**config.mk**
```make
export PLATFORM = sky130hd
export DESIGN_NAME = udp_socket_demux_table
export DESIGN_NICKNAME = d
export VERILOG_FILES = /design/src/sv/udp_sdt_pkg.sv /design/src/sv/udp_sdt_ram.sv /design/src/sv/udp_sdt_cmp.sv /design/src/sv/udp_socket_demux_table.sv
export VERILOG_INCLUDE_DIRS = /design/src /design/src/sv
export SDC_FILE = /design/constraint.sdc
export NUM_CORES = 2
export LEC_CHECK = 0
export ABC_AREA = 0
export BUFFER_PORTS_ARGS = -buffer_cell sky130_fd_sc_hd__buf_2
export CAP_MARGIN = 20
export CORE_MARGIN = 2
export CORE_UTILIZATION = 50
export DETAILED_ROUTE_END_ITERATION = 16
export PLACE_DENSITY = 0.68
export SLEW_MARGIN = 10
export SYNTH_ARGS = -nofsm -noshare
export SYNTH_HDL_FRONTEND = slang
export SYNTH_HIERARCHICAL = 1
export SYNTH_SLANG_ARGS = --single-unit
```
**constraint.sdc**
```tcl
create_clock -name clk -period 5.41 [get_ports clk]
set_input_delay 1.082 -clock clk [delete_from_list [all_inputs] [get_ports clk]]
set_output_delay 1.082 -clock clk [all_outputs]
set_load 0.005 [all_outputs]
```
**src/sv/udp_socket_demux_table_defines.svh**
```systemverilog
// Assertion macros for the UDP socket table.
// Taken in by the top level only; relies on clk and rst_n being in scope.
`ifndef UDP_SOCKET_DEMUX_TABLE_DEFINES_SVH
`define UDP_SOCKET_DEMUX_TABLE_DEFINES_SVH

// Same-cycle implication, disabled while in reset
`define UDP_SDT_ASSERT_NOW(label, ante, cons) \
    label: assert property (@(posedge clk) disable iff (!rst_n) (ante) |-> (cons)) \
        else $error("udp_socket_demux_table: same-cycle check failed");

// Next-cycle implication, disabled while in reset
`define UDP_SDT_ASSERT_NEXT(label, ante, cons) \
    label: assert property (@(posedge clk) disable iff (!rst_n) (ante) |=> (cons)) \
        else $error("udp_socket_demux_table: next-cycle check failed");

`endif

```
**src/sv/udp_sdt_pkg.sv**
```systemverilog
// Shared types and constants for the UDP socket table.
// No dependencies; used by every module of the block.
package udp_sdt_pkg;

    // Field widths
    localparam int OP_W     = 2;
    localparam int SLOT_W   = 5;
    localparam int IP_W     = 32;
    localparam int PORT_W   = 16;
    localparam int STATUS_W = 2;

    // Stream data widths (whole bytes)
    localparam int IN_DATA_W  = 88;
    localparam int IN_PAD_W   = IN_DATA_W - (SLOT_W + IP_W + PORT_W + IP_W);
    localparam int OUT_DATA_W = 8;
    localparam int OUT_PAD_W  = OUT_DATA_W - SLOT_W;

    // Operation codes
    typedef enum logic [OP_W-1:0] {
        OP_OPEN    = 2'd0,
        OP_CLOSE   = 2'd1,
        OP_CONNECT = 2'd2,
        OP_LOOKUP  = 2'd3
    } op_t;

    // Result codes
    typedef enum logic [STATUS_W-1:0] {
        ST_OK      = 2'd0,
        ST_NOFREE  = 2'd1,
        ST_INVALID = 2'd2,
        ST_NOMATCH = 2'd3
    } status_t;

    // One table entry, also used as the lookup key
    typedef struct packed {
        logic [PORT_W-1:0] port;
        logic [IP_W-1:0]   peer_ip;
    } entry_t;

endpackage

```
**src/sv/udp_sdt_ram.sv**
```systemverilog
// Entry store for the UDP socket table: one write port, one registered read port.
// Depends on udp_sdt_pkg for the entry type.
module udp_sdt_ram #(
    parameter int DEPTH = 32,
    parameter int AW    = 5
) (
    input  logic                clk,
    input  logic                wr_en,
    input  logic [AW-1:0]       wr_addr,
    input  udp_sdt_pkg::entry_t wr_data,
    input  logic                rd_en,
    input  logic [AW-1:0]       rd_addr,
    output udp_sdt_pkg::entry_t rd_data
);

    udp_sdt_pkg::entry_t mem [DEPTH];
    udp_sdt_pkg::entry_t rd_data_reg;

    // Write port
    always_ff @(posedge clk)
    begin
        if (wr_en)
        begin
            mem[wr_addr] <= wr_data;
        end
    end

    // Registered read port
    always_ff @(posedge clk)
    begin
        if (rd_en)
        begin
            rd_data_reg <= mem[rd_addr];
        end
    end

    assign rd_data = rd_data_reg;

endmodule

```
**src/sv/udp_sdt_cmp.sv**
```systemverilog
// Shared match unit: compares one stored entry against the lookup key.
// Depends on udp_sdt_pkg for the entry type.
module udp_sdt_cmp (
    input  logic                pending,
    input  logic                entry_valid,
    input  udp_sdt_pkg::entry_t entry,
    input  udp_sdt_pkg::entry_t key,
    output logic                hit
);

    logic addr_eq;
    logic port_eq;

    // 48-bit equality, split by field
    assign addr_eq = (entry.peer_ip == key.peer_ip);
    assign port_eq = (entry.port == key.port);
    assign hit     = pending && entry_valid && addr_eq && port_eq;

endmodule

```
**src/sv/udp_socket_demux_table.sv**
```systemverilog
// UDP socket table: open, close and connect, and lookup by a linear scan.
// Close, connect and a non-local lookup are resolved in the execute state into the output register;
// open scans the valid bits from slot 1 up (one valid bit tested per cycle); lookup scans the entries
// (one entry read and compared per cycle through the shared match unit).
// One item in flight; the next beat is taken once the result has been taken.
// Reset (rst_n low, async): all slots free, local_ip zero; entries stay unwritten.
`include "udp_socket_demux_table_defines.svh"

module udp_socket_demux_table #(
    parameter int SLOTS = 32
) (
    input  logic                                   clk,
    input  logic                                   rst_n,
    // configuration: local_ip
    input  logic                                   cfg_wr_en,
    input  logic [udp_sdt_pkg::IP_W-1:0]           cfg_wr_data,
    // input stream
    input  logic                                   s_tvalid,
    output logic                                   s_tready,
    // tdata: slot[4:0], peer_ip[36:5], port[52:37], dest_ip[84:53], zero pad
    input  logic [udp_sdt_pkg::IN_DATA_W-1:0]      s_tdata,
    // tuser: operation[1:0]
    input  logic [udp_sdt_pkg::OP_W-1:0]           s_tuser,
    // output stream
    output logic                                   m_tvalid,
    input  logic                                   m_tready,
    // tdata: found_slot[4:0], zero pad
    output logic [udp_sdt_pkg::OUT_DATA_W-1:0]     m_tdata,
    // tuser: status[1:0]
    output logic [udp_sdt_pkg::STATUS_W-1:0]       m_tuser
);

    localparam int IW = $clog2(SLOTS);
    localparam logic [IW-1:0] FIRST_IDX = IW'(1);
    localparam logic [IW-1:0] LAST_IDX  = IW'(SLOTS - 1);

    typedef enum logic [3:0] {
        S_IDLE = 4'b0001,
        S_EXEC = 4'b0010,
        S_OPEN = 4'b0100,
        S_LOOK = 4'b1000
    } state_t;

    // Unpacked input beat
    logic [udp_sdt_pkg::SLOT_W-1:0] in_slot;
    logic [udp_sdt_pkg::IP_W-1:0]   in_peer_ip;
    logic [udp_sdt_pkg::PORT_W-1:0] in_port;
    logic [udp_sdt_pkg::IP_W-1:0]   in_dest_ip;
    logic                           accept;

    // Registers
    state_t                         state_reg, state_next;
    logic [udp_sdt_pkg::IP_W-1:0]   local_ip_reg;
    udp_sdt_pkg::op_t               op_reg;
    logic [udp_sdt_pkg::SLOT_W-1:0] slot_reg;
    udp_sdt_pkg::entry_t            key_reg;
    logic                           dest_hit_reg;
    logic [IW-1:0]                  idx_reg, idx_next;
    logic                           issue_reg, issue_next;
    logic                           cmp_vld_reg, cmp_vld_next;
    logic [IW-1:0]                  cmp_idx_reg, cmp_idx_next;
    logic [SLOTS-1:0]               valid_reg, valid_next;
    logic                           m_tvalid_reg, m_tvalid_next;
    udp_sdt_pkg::status_t           status_reg, status_next;
    logic [udp_sdt_pkg::SLOT_W-1:0] found_reg, found_next;

    // Memory and match unit signals
    logic                           ram_wr_en;
    logic [IW-1:0]                  ram_wr_addr;
    udp_sdt_pkg::entry_t            ram_wr_data;
    logic                           ram_rd_en;
    udp_sdt_pkg::entry_t            ram_rd_data;
    logic                           hit;
    logic [IW-1:0]                  slot_idx;
    logic                           slot_usable;

    assign in_slot    = s_tdata[4:0];
    assign in_peer_ip = s_tdata[36:5];
    assign in_port    = s_tdata[52:37];
    assign in_dest_ip = s_tdata[84:53];

    // Ready when idle and the output register is empty or being emptied
    assign s_tready = (state_reg == S_IDLE) && (!m_tvalid_reg || m_tready);
    assign accept   = s_tvalid && s_tready;

    assign slot_idx    = IW'(slot_reg);
    assign slot_usable = (slot_reg != '0) && (32'(slot_reg) < SLOTS) && valid_reg[slot_idx];

    // Configuration register
    always_ff @(posedge clk or negedge rst_n)
    begin
        if (!rst_n)
        begin
            local_ip_reg <= '0;
        end
        else if (cfg_wr_en)
        begin
            local_ip_reg <= cfg_wr_data;
        end
    end

    // Captured item
    always_ff @(posedge clk)
    begin
        if (accept)
        begin
            op_reg       <= udp_sdt_pkg::op_t'(s_tuser);
            slot_reg     <= in_slot;
            key_reg      <= '{port: in_port, peer_ip: in_peer_ip};
            dest_hit_reg <= (in_dest_ip == local_ip_reg);
        end
    end

    // Entry store
    udp_sdt_ram #(
        .DEPTH (SLOTS),
        .AW    (IW)
    ) u_ram (
        .clk     (clk),
        .wr_en   (ram_wr_en),
        .wr_addr (ram_wr_addr),
        .wr_data (ram_wr_data),
        .rd_en   (ram_rd_en),
        .rd_addr (idx_reg),
        .rd_data (ram_rd_data)
    );

    // Shared match unit
    udp_sdt_cmp u_cmp (
        .pending     (cmp_vld_reg),
        .entry_valid (valid_reg[cmp_idx_reg]),
        .entry       (ram_rd_data),
        .key         (key_reg),
        .hit         (hit)
    );

    // Sequencer
    always_comb
    begin
        state_next    = state_reg;
        idx_next      = idx_reg;
        issue_next    = issue_reg;
        cmp_vld_next  = cmp_vld_reg;
        cmp_idx_next  = cmp_idx_reg;
        valid_next    = valid_reg;
        m_tvalid_next = m_tvalid_reg;
        status_next   = status_reg;
        found_next    = found_reg;
        ram_wr_en     = 1'b0;
        ram_wr_addr   = idx_reg;
        ram_wr_data   = key_reg;
        ram_rd_en     = 1'b0;

        // result taken downstream
        if (m_tvalid_reg && m_tready)
        begin
            m_tvalid_next = 1'b0;
        end

        case (state_reg)
            S_IDLE:
            begin
                if (accept)
                begin
                    state_next   = S_EXEC;
                    idx_next     = FIRST_IDX;
                    issue_next   = 1'b1;
                    cmp_vld_next = 1'b0;
                end
            end
            S_EXEC:
            begin
                case (op_reg)
                    udp_sdt_pkg::OP_OPEN:
                    begin
                        state_next = S_OPEN;
                    end
                    udp_sdt_pkg::OP_CLOSE:
                    begin
                        state_next    = S_IDLE;
                        m_tvalid_next = 1'b1;
                        found_next    = '0;
                        if (slot_usable)
                        begin
                            valid_next[slot_idx] = 1'b0;
                            status_next          = udp_sdt_pkg::ST_OK;
                        end
                        else
                        begin
                            status_next = udp_sdt_pkg::ST_INVALID;
                        end
                    end
                    udp_sdt_pkg::OP_CONNECT:
                    begin
                        state_next    = S_IDLE;
                        m_tvalid_next = 1'b1;
                        found_next    = '0;
                        ram_wr_addr   = slot_idx;
                        ram_wr_data   = key_reg;
                        if (slot_usable)
                        begin
                            ram_wr_en   = 1'b1;
                            status_next = udp_sdt_pkg::ST_OK;
                        end
                        else
                        begin
                            status_next = udp_sdt_pkg::ST_INVALID;
                        end
                    end
                    default:
                    begin
                        // lookup: scan only when the packet is for this host
                        if (dest_hit_reg)
                        begin
                            state_next = S_LOOK;
                        end
                        else
                        begin
                            state_next    = S_IDLE;
                            m_tvalid_next = 1'b1;
                            status_next   = udp_sdt_pkg::ST_NOMATCH;
                            found_next    = '0;
                        end
                    end
                endcase
            end
            S_OPEN:
            begin
                // one valid bit tested per cycle, lowest first
                if (!valid_reg[idx_reg])
                begin
                    valid_next[idx_reg] = 1'b1;
                    ram_wr_en           = 1'b1;
                    ram_wr_addr         = idx_reg;
                    ram_wr_data         = '0;
                    state_next          = S_IDLE;
                    m_tvalid_next       = 1'b1;
                    status_next         = udp_sdt_pkg::ST_OK;
                    found_next          = udp_sdt_pkg::SLOT_W'(idx_reg);
                end
                else if (idx_reg == LAST_IDX)
                begin
                    state_next    = S_IDLE;
                    m_tvalid_next = 1'b1;
                    status_next   = udp_sdt_pkg::ST_NOFREE;
                    found_next    = '0;
                end
                else
                begin
                    idx_next = idx_reg + IW'(1);
                end
            end
            S_LOOK:
            begin
                // issue stage: read the next entry
                ram_rd_en    = issue_reg;
                cmp_vld_next = issue_reg;
                cmp_idx_next = idx_reg;
                if (issue_reg)
                begin
                    if (idx_reg == LAST_IDX)
                    begin
                        issue_next = 1'b0;
                    end
                    else
                    begin
                        idx_next = idx_reg + IW'(1);
                    end
                end
                // compare stage: entry read in the previous cycle
                if (hit)
                begin
                    state_next    = S_IDLE;
                    m_tvalid_next = 1'b1;
                    status_next   = udp_sdt_pkg::ST_OK;
                    found_next    = udp_sdt_pkg::SLOT_W'(cmp_idx_reg);
                end
                else if (!issue_reg && !cmp_vld_reg)
                begin
                    state_next    = S_IDLE;
                    m_tvalid_next = 1'b1;
                    status_next   = udp_sdt_pkg::ST_NOMATCH;
                    found_next    = '0;
                end
            end
            default:
            begin
                state_next = S_IDLE;
            end
        endcase
    end

    // Control state
    always_ff @(posedge clk or negedge rst_n)
    begin
        if (!rst_n)
        begin
            state_reg    <= S_IDLE;
            valid_reg    <= '0;
            m_tvalid_reg <= 1'b0;
            issue_reg    <= 1'b0;
            cmp_vld_reg  <= 1'b0;
        end
        else
        begin
            state_reg    <= state_next;
            valid_reg    <= valid_next;
            m_tvalid_reg <= m_tvalid_next;
            issue_reg    <= issue_next;
            cmp_vld_reg  <= cmp_vld_next;
        end
    end

    // Scan index and result payload
    always_ff @(posedge clk)
    begin
        idx_reg     <= idx_next;
        cmp_idx_reg <= cmp_idx_next;
        status_reg  <= status_next;
        found_reg   <= found_next;
    end

    assign m_tvalid = m_tvalid_reg;
    assign m_tdata  = {{udp_sdt_pkg::OUT_PAD_W{1'b0}}, found_reg};
    assign m_tuser  = status_reg;

    // Checks
    `UDP_SDT_ASSERT_NEXT(a_accept_exec, accept, state_reg == S_EXEC)
    `UDP_SDT_ASSERT_NOW(a_busy_out_empty, state_reg != S_IDLE, !m_tvalid_reg)
    `UDP_SDT_ASSERT_NOW(a_fail_no_slot, m_tvalid_reg && status_reg != udp_sdt_pkg::ST_OK, found_reg == '0)
    `UDP_SDT_ASSERT_NEXT(a_open_marks, state_reg == S_OPEN && !valid_reg[idx_reg], valid_reg[$past(idx_reg)])

endmodule

```
# [After elaboration in Yosys (flattened, before gate mapping)]
# Memory sizes are Yosys's and may differ from the RTL's. A register that Yosys moved wholly into a read port is not among the register bits.
# Cells that the tools add are included.
[word_totals] reg_bits=144 out_inout_bits=12 ramBits=1536 wordCells=138 mem_count=1
[memory_table] memory="u_ram.mem" words=32 width=48 rd=1 rd_ports_with_merged_regs=1 write_ports=1 line="udp_sdt_ram.sv:16" text="udp_sdt_pkg::entry_t mem [DEPTH];"
[op_classes] add_sub_neg=1 n_eq_ne=20 order_cmp=5 bitwise_logic=3 reduce_logical=26 muxes=67
[op_table] op="32-bit 2-to-1 mux" n=3
[op_table] op="48-bit 2-to-1 mux" n=2
[op_table] op="32-bit == test" n=2
[op_table] op="32-bit case mux with 2 select lines" n=1
[op_table] op="5-bit 2-to-1 mux" n=11
[op_table] op="32-bit AND" n=1
[op_table] op="32-bit NOT" n=1
[op_table] op="32-bit OR" n=1
[op_table] op="5-bit case mux with 3 select lines" n=2
[op_table] op="4-bit 2-to-1 mux" n=6
[op_table] op="1-bit 2-to-1 mux" n=21
[op_table] op="5-bit by 6-bit < comparator with 1-bit output (second input constant)" n=3
[op_table] op="16-bit == test" n=1
[op_table] op="4-bit case mux with 4 select lines" n=1
[op_table] op="1-bit binary-select mux with 5-bit select" n=3
[op_table] op="2-bit != test (second input constant)" n=7
[op_table] op="2-bit 2-to-1 mux" n=6
[op_table] op="1-bit demux with 5-bit select" n=2
[op_table] op="5-bit by 1-bit >= comparator with 1-bit output (second input constant)" n=2
[op_table] op="1-bit logical AND" n=10
[op_table] op="5-bit case mux with 2 select lines" n=1
[op_table] op="3-bit != test (second input constant)" n=3
[op_table] op="1-bit case mux with 2 select lines" n=4
[op_table] op="4-bit case mux with 2 select lines" n=1
[op_table] op="other kinds (22)" n=27

# [Depth between registers and ports, before layout]
[depth] depth_word=9 ltp_mapped=12 mapped_depth_nobuf=9

# [Hierarchy]
# Netlist, hierarchy kept.
[by_module_without_submodules] module="udp_sdt_ram" seq_area_each_um2=47565.6 n_inst=1 area_per_inst_um2=61205.0 cells_each=3364
[by_module_without_submodules] module="udp_socket_demux_table" seq_area_each_um2=3970.1 n_inst=1 area_per_inst_um2=7308.3 cells_each=582
[by_module_without_submodules] module="udp_sdt_cmp" seq_area_each_um2=0.0 n_inst=1 area_per_inst_um2=536.8 cells_each=65

# [Worst setup path before layout]
# Ideal clock, no wire load.
[synth_path] path_type="register to register" startpoint="register idx_reg[1]" endpoint="memory u_ram/mem[28][0] (netlist name) (enable)" required_ns=4.956 slack_ns=-0.115 synth_period_minus_slack_ns=5.525 stages_incl_launch_ff=13 arrival_time_ns=5.071 path_cell_list="edfxtp_1 -> clkbuf_1 -> buf_2 -> mux2i_1 -> o221ai_1 -> a21o_1 -> a2111oi_4 -> buf_4 -> buf_4 -> a31o_2 -> or3b_2 -> clkbuf_1 -> nor2_1"
[synth_between] elab_chain_cells=6
[synth_rtl] item="start: declaration" line="udp_socket_demux_table.sv:58" text="logic [IW-1:0] idx_reg, idx_next;"
[synth_rtl] item="start signal: assignment" line="udp_socket_demux_table.sv:317" text="idx_reg <= idx_next;"
[synth_rtl] item="1-bit binary-select mux with 5-bit select" line="udp_socket_demux_table.sv:230" text="if (!valid_reg[idx_reg])"
[synth_rtl] item="1-bit 2-to-1 mux (not written as such)" line="udp_socket_demux_table.sv:230"
[synth_rtl] item="1-bit 2-to-1 mux" line="udp_socket_demux_table.sv:230"
[synth_rtl] item="1-bit case mux with 2 select lines" line="udp_socket_demux_table.sv:160" text="case (state_reg)"
[synth_rtl] item="via ram_wr_en" line="udp_socket_demux_table.sv:68" text="logic ram_wr_en;"
[synth_rtl] item="1-bit 2-to-1 mux" line="udp_sdt_ram.sv:22" text="if (wr_en)"
[synth_rtl] item="1-bit 2-to-1 mux (not written as such)" line="udp_sdt_ram.sv:24" text="mem[wr_addr] <= wr_data;"
[synth_rtl] item="end: declaration" line="udp_sdt_ram.sv:16"
# The timed path passes the listed nets, and every way through them passes these cells. The select of a mux whose other input is x is not followed.

# [Worst setup path after layout]
[layout_path] startpoint="register idx_reg[0]" endpoint="memory u_ram/mem[3][12] (netlist name) (enable)"
# Same word-level chain as after synthesis.

==> results.cfg <==
[yosys]
synthCells = 4011
netlist-cell-type-count = 65
ys_top_cells_by_area = sky130_fd_sc_hd__edfxtp_1 72%, sky130_fd_sc_hd__mux2i_1 11%, sky130_fd_sc_hd__dfrtp_1 2.5%
yosys_warnings = 6
async_reset_ff_frac = 0.04109
most_common_cell_in_the_synthesized_netlist = sky130_fd_sc_hd__edfxtp_1
synth.ff_latch_count = 1728
synth.yosys.seq_area_share = 0.7464
synth_edf_count = 1657
synthDominantAreaCellType = sky130_fd_sc_hd__edfxtp_1
synth_flop_cell = sky130_fd_sc_hd__edfxtp_1
synthesis.area_per_instance_um2 = 17.22
post-synth-top-area-fraction = 0.7206
synth_common_cells = 1657 x sky130_fd_sc_hd__edfxtp_1, 786 x sky130_fd_sc_hd__mux2i_1, 173 x sky130_fd_sc_hd__nand2_1
syn-cell-area_um2 = 69050

[global_routing]
antenna_found_initial = 2
grt_overflow_total = 0
first_pass_grt_wire_length_um = 247800
global_route.usage.total = 0.2413
largest_net_degree_at_the_start_of_global_routing = 133
first_global_vias = 36570

[critical_path]
setup.worst_path.end_class = flip-flop
worstSetupStartpointType = flip-flop
regToRegSetupSlack_ns = 0.57
arrival_time_of_data_at_the_critical_path_endpoint_ns = 5.24
category_of_the_critical_setup_timing_path = flip-flop to flip-flop
path_max_fanout = 35
worst-endpoint-required_ns = 5.82

[sta]
hold_violations = 0
worst_hold_slack_ns = 0.3826
period_share = 0.8945
period_minus_slack_ns = 4.839
timing.final.max_slew_violations = 0
fin_worst_skew_ns = 0.03026
setup_failing_eps_final = 0
timing.slew.headroom = 0.2086
worst_slew_pin_slew_ns = 1.187
rsz_0062_raised_after_global_routing = false
max_clock_freq_mhz = 206.6

[clocking]
postCtsHoldBufs = 0
clockBufferDepth = 3
clock_sinks = 1728
cts_buffers = 171
tritoncts = done
path_clk_slew_ns = 0.06
h_tree_levels = 4
cts.repair_timing.setup_buffer_count = 0
clock_network_latency_to_the_later_pin_of_the_worst_skew_pair_ns = 0.81
cts_resized = 0
clk_root_buffer_cell = sky130_fd_sc_hd__clkbuf_16

[layout]
finish.net_count = 4376
largest_register_ff_count = 1536
multi_input_comb_area_um2 = 16310
n_fill_cell = 10340
insertedDiodeCount = 0
signed_area_change_from_the_synthesized_netlist_to_the_final_layout_pct = 12.56
postLayoutCoreUtil = 0.5660
finalNonFillerCells = 6172
drive_gt1_frac = 0.1444
layout.area.seq_um2 = 51540

[floorplan]
die_area_um2 = 141100
initial_standard_cell_utilization_of_the_core = 0.5028
core_area_um2 = 137300
dieHeight_um = 375.6
fp.dieW_um = 375.6
design.portCount = 139
std_cell_rows = 136

[detailed_routing]
routed_via_density = 6.065
avgRoutedWirePerCell_um = 27.87
route.vias.total = 37430
detailroute.wirelength.met3_um = 14550
totalWireLength_um = 172000
routed.top_layer = met4
drtPass1Iterations = 6
drt-met1-wl_um = 73980
drt_first_iter_violations = 4606
drtAntennaViolNets = 0
route.met2.wl_um = 79380
post-route-drc-count = 0

[placement]
buffer_ports.inserted = 132
place.detailed.instances = 5861
place_hpwl_um = 87640
finalWeightedCongestion = 0.8589

[power_and_ir_drop]
ir_worst_vdd_mv = 0.3421
p_per_area_nw_per_um2 = 397.3
static-leakage-power_nw = 30.31

[run_status]
outcome = finished clean

[job]
max-cap-violations = 0

[worst_hold_path]
hold_class = input pin to asynchronous set/reset pin
## path summary, 6_finish.rpt
check	from	to	cells past startpoint
setup / recovery	idx_reg[0]	u_ram/mem[3][12]	9
hold / removal	rst_n	valid_reg[11]	1
setup reg to reg	idx_reg[0]	u_ram/mem[3][12]	9
hold reg to reg	local_ip_reg[12]	local_ip_reg[12]	1
max in group asynchronous	rst_n	state_reg[0]	2
min in group clk	s_tdata[40]	key_reg[35]	1
## area by class of cell
cell class / instances / share of cell area
clock buffers: 223 / 0.06002
well taps: 1794 / 0.02888
inverters: 11 / 0.0005796
flip-flops and latches: 1728 / 0.6631
repair buffers: 287 / 0.02814
multi-input cells: 2041 / 0.2098
clock inverters: 88 / 0.009434
## logic make-up after synthesis
logic type               synth area share
AO/OA/AOI/OAI                     0.05420
AND/OR/NAND/NOR                   0.03983
multiplexers                       0.1258
XOR/XNOR                          0.01040
flip-flops                         0.7464
other                          0.00005431
buffers and inverters             0.02169
adder cells (fa/ha/maj)          0.001631
## per-layer routing
layer | track usage | vias up
li1 | - | 16310
met1 | 0.3503 | 19120
met2 | 0.3754 | 1749
met3 | 0.04369 | 259
met4 | 0.06911 | 0
met5 | 0 | -
## stage by stage
step	setup TNS, ns	cell area [µm²]	worst slack, ns	power [mW]
after floorplan	-42.45	69060	-0.1145	18.14
after global placement	0	72310	0.7031	19.59
after detailed placement	0	72320	0.6407	19.65
after CTS	0	77720	0.6234	31.01
after global routing	0	77720	0.4871	31.85
final	0	77720	0.5706	30.88
## layout by cell type (no fill, tap or decap), types with 5 or more instances in the layout
master                       instances
sky130_fd_sc_hd__a21oi_1           164
sky130_fd_sc_hd__buf_2             132
sky130_fd_sc_hd__o21ai_0            15
sky130_fd_sc_hd__clkinv_1           41
sky130_fd_sc_hd__buf_12             29
sky130_fd_sc_hd__clkbuf_16         179
sky130_fd_sc_hd__bufinv_16          11
sky130_fd_sc_hd__nand3b_1            9
sky130_fd_sc_hd__a22oi_1           144
sky130_fd_sc_hd__nor3_1             54
sky130_fd_sc_hd__mux2_2             47
sky130_fd_sc_hd__dfrtp_1            70
sky130_fd_sc_hd__edfxtp_1         1657
sky130_fd_sc_hd__clkinv_2           24
sky130_fd_sc_hd__inv_1               9
sky130_fd_sc_hd__ha_1                9
sky130_fd_sc_hd__a22o_1            104
sky130_fd_sc_hd__mux4_2             13
sky130_fd_sc_hd__nand2_1           172
sky130_fd_sc_hd__nor2_1             17
sky130_fd_sc_hd__nor3b_1             5
sky130_fd_sc_hd__nor2b_1            54
sky130_fd_sc_hd__a31oi_1            58
sky130_fd_sc_hd__nand3_1           154
sky130_fd_sc_hd__nand4_1             7
sky130_fd_sc_hd__clkinvlp_4          5
sky130_fd_sc_hd__nor4_1             19
sky130_fd_sc_hd__clkbuf_1           42
sky130_fd_sc_hd__mux2i_1           786
sky130_fd_sc_hd__xor2_1             80
sky130_fd_sc_hd__a41oi_1            20
sky130_fd_sc_hd__nor2_4             33
sky130_fd_sc_hd__buf_4             126
sky130_fd_sc_hd__a41o_1              5
## where the power goes
group	switching (mW)	internal, mW	total (mW)
clock	4.87	6.58	11.5
combinational	2.58	1.09	3.67
sequential	0.234	15.5	15.8
total	7.69	23.2	30.9
## critical path, stage by stage (launching register included)
cell and delay (ns):
sky130_fd_sc_hd__edfxtp_1 0.69, sky130_fd_sc_hd__mux4_2 0.57, sky130_fd_sc_hd__a22o_1 0.26, sky130_fd_sc_hd__a21o_1 0.22, sky130_fd_sc_hd__a2111oi_4 0.45, sky130_fd_sc_hd__a31o_2 0.25
sky130_fd_sc_hd__nand3_1 0.29, sky130_fd_sc_hd__buf_4 0.30, sky130_fd_sc_hd__nor2_4 0.62, sky130_fd_sc_hd__buf_4 0.76
(Power assumes the default switching activity.)
